==> src/rtl/lfco_pkg.sv <==
package lfco_pkg;

   localparam int MAX_ROWS = 1024;
   localparam int MAX_COLS = 64;
   localparam int ROW_W    = $clog2(MAX_ROWS);
   localparam int COL_W    = $clog2(MAX_COLS);
   localparam int ADDR_W   = ROW_W + COL_W;
   localparam int CNT_W    = 11;
   localparam int CCNT_W   = 7;
   localparam int DATA_W   = 32;
   localparam int RES_W    = 40;
   localparam int ACC_W    = 64;
   localparam int CSR_IDX_W = 3;

   localparam logic [1:0] MODE_LOAD_TBL  = 2'd0;
   localparam logic [1:0] MODE_LOAD_COEF = 2'd1;
   localparam logic [1:0] MODE_EVAL      = 2'd2;

   localparam logic [2:0] KIND_PASS_HIGH = 3'd0;
   localparam logic [2:0] KIND_PASS_LOW  = 3'd1;
   localparam logic [2:0] KIND_STOP_HIGH = 3'd2;
   localparam logic [2:0] KIND_STOP_NEG  = 3'd3;
   localparam logic [2:0] KIND_TRANS_NEG = 3'd4;
   localparam logic [2:0] KIND_COEF_NEG  = 3'd5;
   localparam logic [2:0] KIND_OBJECTIVE = 3'd6;

   localparam logic [CSR_IDX_W-1:0] CSR_PASS_ROWS  = 3'd0;
   localparam logic [CSR_IDX_W-1:0] CSR_STOP_START = 3'd1;
   localparam logic [CSR_IDX_W-1:0] CSR_ROW_COUNT  = 3'd2;
   localparam logic [CSR_IDX_W-1:0] CSR_COL_COUNT  = 3'd3;
   localparam logic [CSR_IDX_W-1:0] CSR_PASS_LOW   = 3'd4;
   localparam logic [CSR_IDX_W-1:0] CSR_PASS_HIGH  = 3'd5;

   localparam logic signed [RES_W-1:0] RES_MAX = {1'b0, {(RES_W-1){1'b1}}};
   localparam logic signed [RES_W-1:0] RES_MIN = {1'b1, {(RES_W-1){1'b0}}};

   typedef enum logic [2:0] {
      S_IDLE, S_NEXT, S_ISSUE, S_DRAIN, S_ROUND, S_CHECK, S_COEF, S_COEF_CHK
   } state_type;

   typedef enum logic [1:0] {
      PH_PASS, PH_STOP, PH_TRANS
   } phase_type;

   typedef struct packed {
      logic              load_tbl;
      logic              load_coef;
      logic              start;
      logic              rd;
      logic              mac;
      logic              acc_clr;
      logic              round;
      logic              check;
      logic              coef_chk;
      phase_type         phase;
      logic [CNT_W-1:0]  row;
      logic [CCNT_W-1:0] col;
   } cmd_type;

   typedef struct packed {
      logic [CNT_W-1:0]  rows;
      logic [CCNT_W-1:0] cols;
      logic [CNT_W-1:0]  np;
      logic [CNT_W-1:0]  ns;
      logic              busy;
      logic              viol;
      logic              out_busy;
   } stat_type;

   // clamp a wide signed value to the 40-bit result range
   function automatic logic signed [RES_W-1:0] sat_res(input logic signed [ACC_W:0] v);
      logic signed [ACC_W:0] hi;
      logic signed [ACC_W:0] lo;
      hi = (ACC_W+1)'(RES_MAX);
      lo = (ACC_W+1)'(RES_MIN);
      if (v > hi) begin
         return RES_MAX;
      end else if (v < lo) begin
         return RES_MIN;
      end
      return v[RES_W-1:0];
   endfunction

endpackage

==> src/rtl/lfco_ctrl.sv <==
module lfco_ctrl (
   input  logic                clock,
   input  logic                reset,
   input  logic                req_valid,
   input  logic [1:0]          req_mode,
   output logic                req_ready,
   input  lfco_pkg::stat_type  stat,
   output lfco_pkg::cmd_type   cmd
);
   import lfco_pkg::*;

   state_type         state_ff, state_in;
   phase_type         phase_ff, phase_in;
   logic [CNT_W-1:0]  row_ff, row_in;
   logic [CCNT_W-1:0] col_ff, col_in;
   logic              accept;
   logic              rows_left;

   assign accept = req_valid && req_ready;

   always_comb begin
      case (phase_ff)
         PH_PASS:  rows_left = row_ff < stat.np;
         PH_STOP:  rows_left = row_ff < stat.rows;
         PH_TRANS: rows_left = row_ff < stat.ns;
         default:  rows_left = 1'b0;
      endcase
   end

   always_comb begin
      state_in = state_ff;
      phase_in = phase_ff;
      row_in   = row_ff;
      col_in   = col_ff;
      case (state_ff)
         S_IDLE: begin
            if (accept && req_mode == MODE_EVAL) begin
               state_in = S_NEXT;
               phase_in = PH_PASS;
               row_in   = '0;
            end
         end
         S_NEXT: begin
            col_in = '0;
            if (rows_left) begin
               state_in = (stat.cols == '0) ? S_DRAIN : S_ISSUE;
            end else begin
               case (phase_ff)
                  PH_PASS: begin
                     phase_in = PH_STOP;
                     row_in   = stat.ns;
                  end
                  PH_STOP: begin
                     phase_in = PH_TRANS;
                     row_in   = stat.np;
                  end
                  default: begin
                     state_in = S_COEF;
                  end
               endcase
            end
         end
         S_ISSUE: begin
            col_in = col_ff + 1'b1;
            if (col_ff == stat.cols - 1'b1) begin
               state_in = S_DRAIN;
            end
         end
         S_DRAIN: begin
            if (!stat.busy) begin
               state_in = S_ROUND;
            end
         end
         S_ROUND: begin
            state_in = S_CHECK;
         end
         S_CHECK: begin
            if (stat.viol) begin
               state_in = S_COEF_CHK;
            end else begin
               row_in   = row_ff + 1'b1;
               state_in = S_NEXT;
            end
         end
         S_COEF: begin
            state_in = S_COEF_CHK;
         end
         S_COEF_CHK: begin
            // result register holds the verdict; wait for the output slot
            if (!stat.out_busy) begin
               state_in = S_IDLE;
            end
         end
         default: begin
            state_in = S_IDLE;
         end
      endcase
   end

   always_comb begin
      req_ready     = (state_ff == S_IDLE);
      cmd           = '0;
      cmd.phase     = phase_ff;
      cmd.row       = row_ff;
      cmd.col       = col_ff;
      cmd.load_tbl  = accept && req_mode == MODE_LOAD_TBL;
      cmd.load_coef = accept && req_mode == MODE_LOAD_COEF;
      cmd.start     = accept && req_mode == MODE_EVAL;
      case (state_ff)
         S_NEXT:  cmd.acc_clr = 1'b1;
         S_ISSUE: begin
            cmd.rd  = 1'b1;
            cmd.mac = 1'b1;
         end
         S_ROUND: cmd.round = 1'b1;
         S_CHECK: cmd.check = 1'b1;
         S_COEF: begin
            cmd.rd  = 1'b1;
            cmd.col = '0;
         end
         S_COEF_CHK: cmd.coef_chk = 1'b1;
         default: begin
         end
      endcase
   end

   always_ff @(posedge clock) begin
      if (reset) begin
         state_ff <= S_IDLE;
         phase_ff <= PH_PASS;
         row_ff   <= '0;
         col_ff   <= '0;
      end else begin
         state_ff <= state_in;
         phase_ff <= phase_in;
         row_ff   <= row_in;
         col_ff   <= col_in;
      end
   end

endmodule

==> config.mk <==
export PLATFORM = sky130hd
export DESIGN_NAME = lfco_ctrl
export DESIGN_NICKNAME = d
export VERILOG_FILES = /design/src/rtl/lfco_pkg.sv /design/src/rtl/lfco_ctrl.sv
export SDC_FILE = /design/constraint.sdc
export NUM_CORES = 1
export LEC_CHECK = 0
export ABC_AREA = 1
export ABC_CLOCK_PERIOD_IN_PS = 2700
export BUFFER_PORTS_ARGS = -buffer_cell sky130_fd_sc_hd__buf_2
export CORE_ASPECT_RATIO = 0.7
export CORE_MARGIN = 2
export CORE_UTILIZATION = 34
export CTS_CLUSTER_DIAMETER = 60
export DETAILED_ROUTE_END_ITERATION = 16
export SLEW_MARGIN = 20
export SYNTH_ARGS = -nofsm -noshare
export SYNTH_HDL_FRONTEND = slang
export SYNTH_SLANG_ARGS = --single-unit
==> constraint.sdc <==
create_clock -name clock -period 2.7 [get_ports clock]
set_input_delay 0.81 -clock clock [delete_from_list [all_inputs] [get_ports clock]]
set_output_delay 0.81 -clock clock [all_outputs]
set_load 0.01 [all_outputs]
==> summary.txt <==
Cells and area
  – Antenna Cells: 0
  – Fill count: a little under 900
  – Share of layout cells above drive strength 1: between 10% and 20%
  – Most common cell after layout, fill and taps aside: nand2_1
  – Area of the multi-input gates: 1860 sq um
  – Final net count: ~620
  – FF/Latch Area: about 460 sq um
  – Finished Layout Cells: roughly 640
  – Final instance area: ~3300 sq um
  – Area delta synth->final: 21.7%
  – Most frequent cells in the layout: nand2_1, inv_1, buf_2

Global route
  – Largest net degree at the start of global routing: 18
  – First-pass GRT wire length: approximately 14000 um
  – Overall Global Routing Usage: a little under a fifth
  – Vias in the first global route: 2856
  – Grt ovf: 0
  – Antenna violations before repair: 0

Synthesis
  – Post-synth EDFFs: 0
  – Cells after Synth: roughly 460
  – Number of synthesis warnings: 0
  – Mux share of post-synthesis cell area: 0%
  – Average size of a mapped cell: approximately 6 sq um
  – Ys async rst share: 0%
  – Synth unique cells: 34
  – Top_reg_cell synth: dfxtp_1
  – Xor/xnor cell area share of the yosys netlist: under 10%
  – Synth Area in Adders: between 10% and 20%
  – Mapped cell area: between 2000 and 3000 sq um
  – Seq/Total Area, Yosys: around 17%
  – Seq cells post-synth: 23
  – Syn Nets: 539
  – Main combinational cell family by area after synthesis: simple AND/OR/NAND/NOR gates
  – Compound-cell area share of the yosys netlist: between 10% and 20%
  – Synth Area in Simple Gates: between 30% and 40%

Min path
  – Worst hold path cell count: 2
  – WHS Endpoint: col_ff[6]
  – Hold Path Origin: col_ff[6]
  – Hold Path Class: reg -> reg

Power
  – P per Cell Area: 683 nW/um^2
  – Lkg Pwr: 1.95 nW
  – Total power: approximately 2.2 mW
  – Worst vdd ir: 0.425 mV

Setup path
  – WP data arrival: approximately 1.6 ns
  – Worst setup SP type: register
  – Critical Path RT: approximately 1.9 ns
  – Critical R2R Capture: row_ff[7]
  – Crit-path slowest cell: dfxtp_1
  – Critical path type: reg -> out
  – Reg2reg start: state_ff[0]
  – Crit path buf inv count: 3
  – Crit path cell chain: inv_1, nor2_1, nand2_1, inv_1, buf_2
  – Critical Path Max Stage Delay: around 0.42 ns
  – Most common cell on crit path: inv_1
  – R2R depth: 8
  – Worst R2R Setup Slack: ~0.60 ns
  – CP Capture Type: output pin
  – CP top delay family: buffers and inverters
  – CP max FO: 6

Floorplan
  – Io pins: between 70 and 80
  – Initial Utilization: a little over a third
  – Die Height: approximately 79 um
  – Die area: between 8000 and 9000 sq um
  – Site Rows: 27
  – Core area: between 7000 and 8000 sq um
  – Die Wd: about 110 um

STA
  – Tmin final: ~2.4 ns
  – Worst Skew: approximately 0.0026 ns
  – Fin. Hold Viols: 0
  – RSZ-0062 raised after global routing: false
  – Setup TNS: 0 ns
  – Hold WS: around 0.5 ns
  – Worst slew margin: 64.6%
  – Period utilisation layout: between 80% and 90%
  – Max Slew Vio Count: 0
  – Worst slew pin tran: ~0.53 ns
  – # setup viols final: 0
  – FMAX: between 0.4 and 0.5 GHz

Job
  – Maxcap violations: 0

Routing
  – Post-route DRC violation count: 0
  – Via density: 4.86
  – Post-route ant nets: 0
  – Routed length on met1: around 4200 um
  – DR iter-0 viols: between 200 and 250
  – DRT Wirelength: about 7900 um
  – Top layer in use: met4
  – Met3 WL post-DR: 508 um
  – Met2 wire len: ~3200 um
  – 1st-pass router iterations: 5
  – DR WL/cell: about 12 um
  – Via Count: slightly above 3000

Placement
  – Placer Congestion: 0.880
  – Inst Count DP: between 600 and 700
  – I/O Buffers: between 70 and 80
  – Placed cell area: between 3000 and 4000 sq um
  – Final HPWL DP: 6530 um

Clocking
  – # Post-CTS Setup Buffers: 0
  – Root Buffer: clkbuf_16
  – TritonCTS Buffers: 3
  – CTS Sinks: 23
  – Post-cts resize count: 0
  – H-tree depth: 1
  – Clk_lat worst skew: ~0.25 ns
  – TritonCTS clock tree: yes
  – Clk slew on worst S/H paths: around 0.06 ns
  – Max Buffers Root-to-Sink: 2
  – Post-CTS Hold Buffers: 0

Status
  – Outcome: finished clean
[power breakdown]
part | total (mW) | internal (mW) | switching (mW)
Combinational | 1.36 | 0.488 | 0.871
Clock | 0.328 | 0.202 | 0.126
Sequential | 0.556 | 0.412 | 0.143
[cell type report]
class                   instances  area share, %
clock buffers                   4           2.40
inverters                      94           10.7
multi-input cells             336           56.6
flip-flops and latches         23           14.0
well taps                     101           3.85
repair buffers                 80           12.4
[kinds of logic after synthesis]
| family | after synthesis |
|---|---|
| AND/OR/NAND/NOR | 243 |
| buffers and inverters | 99 |
| AO/OA/AOI/OAI | 55 |
| adder cells (fa/ha/maj) | 33 |
| flip-flops | 23 |
| XOR/XNOR | 5 |
[synth_stat cells (2+ instances only)]
master / instances / area share [%]
a21oi_2: 2 / 0.65
nor2_1: 49 / 6.8
dfxtp_1: 23 / 17
a22oi_1: 2 / 0.56
xor2_1: 4 / 1.3
o21ai_0: 15 / 2.8
clkbuf_1: 3 / 0.42
nand3_1: 26 / 4.8
o22ai_1: 3 / 0.70
a21oi_1: 22 / 4.1
inv_1: 94 / 13
o221ai_1: 6 / 1.9
a211oi_1: 2 / 0.56
ha_1: 33 / 15
nand2_2: 2 / 0.46
nand4_1: 11 / 2.5
nor3_1: 11 / 2.0
nand2_1: 133 / 18
nor2_4: 2 / 0.83
[worst register-to-register path, stage by stage, from the launching register on]
cell and delay, ns:
dfxtp_1 0.50, nand2_1 0.17, nor2_4 0.23, nand3_1 0.41, o22ai_1 0.34, a21oi_1 0.10
nand4_1 0.11, nand2_1 0.07, a21oi_2 0.11
[routing by layer]
layer	vias up	track usage (%)
met5	-	0
met1	1390	28.5
met3	6	4.02
met4	0	1.75
met2	86	27.0
li1	1621	-
[how the worst max path moves through the flow]
stage	from	end	slack, ns	cells past startpoint
final	state_ff[1]	cmd[24]	0.31	5
after global routing	state_ff[1]	cmd[3]	0.17	6
after CTS	state_ff[1]	cmd[3]	0.30	6
after detailed placement	stat[42]	row_ff[10]	0.17	14
after global placement	stat[42]	row_ff[0]	0.17	14
after floorplan	stat[42]	row_ff[10]	0.44	13
[sequential cells by signal, summed over array words and instances, names as in the netlist]
register / count
state_ff: 3
col_ff: 7
row_ff: 11
phase_ff: 2
[stage by stage]
stage / setup WS (ns) / utilization [%]
floorplan: 0.440 / -
global placement: 0.174 / 41.3
detailed placement: 0.175 / 41.3
CTS: 0.297 / 42.3
global route: 0.166 / 42.3
finish: 0.312 / 42.3
(Power assumes the default switching activity.)
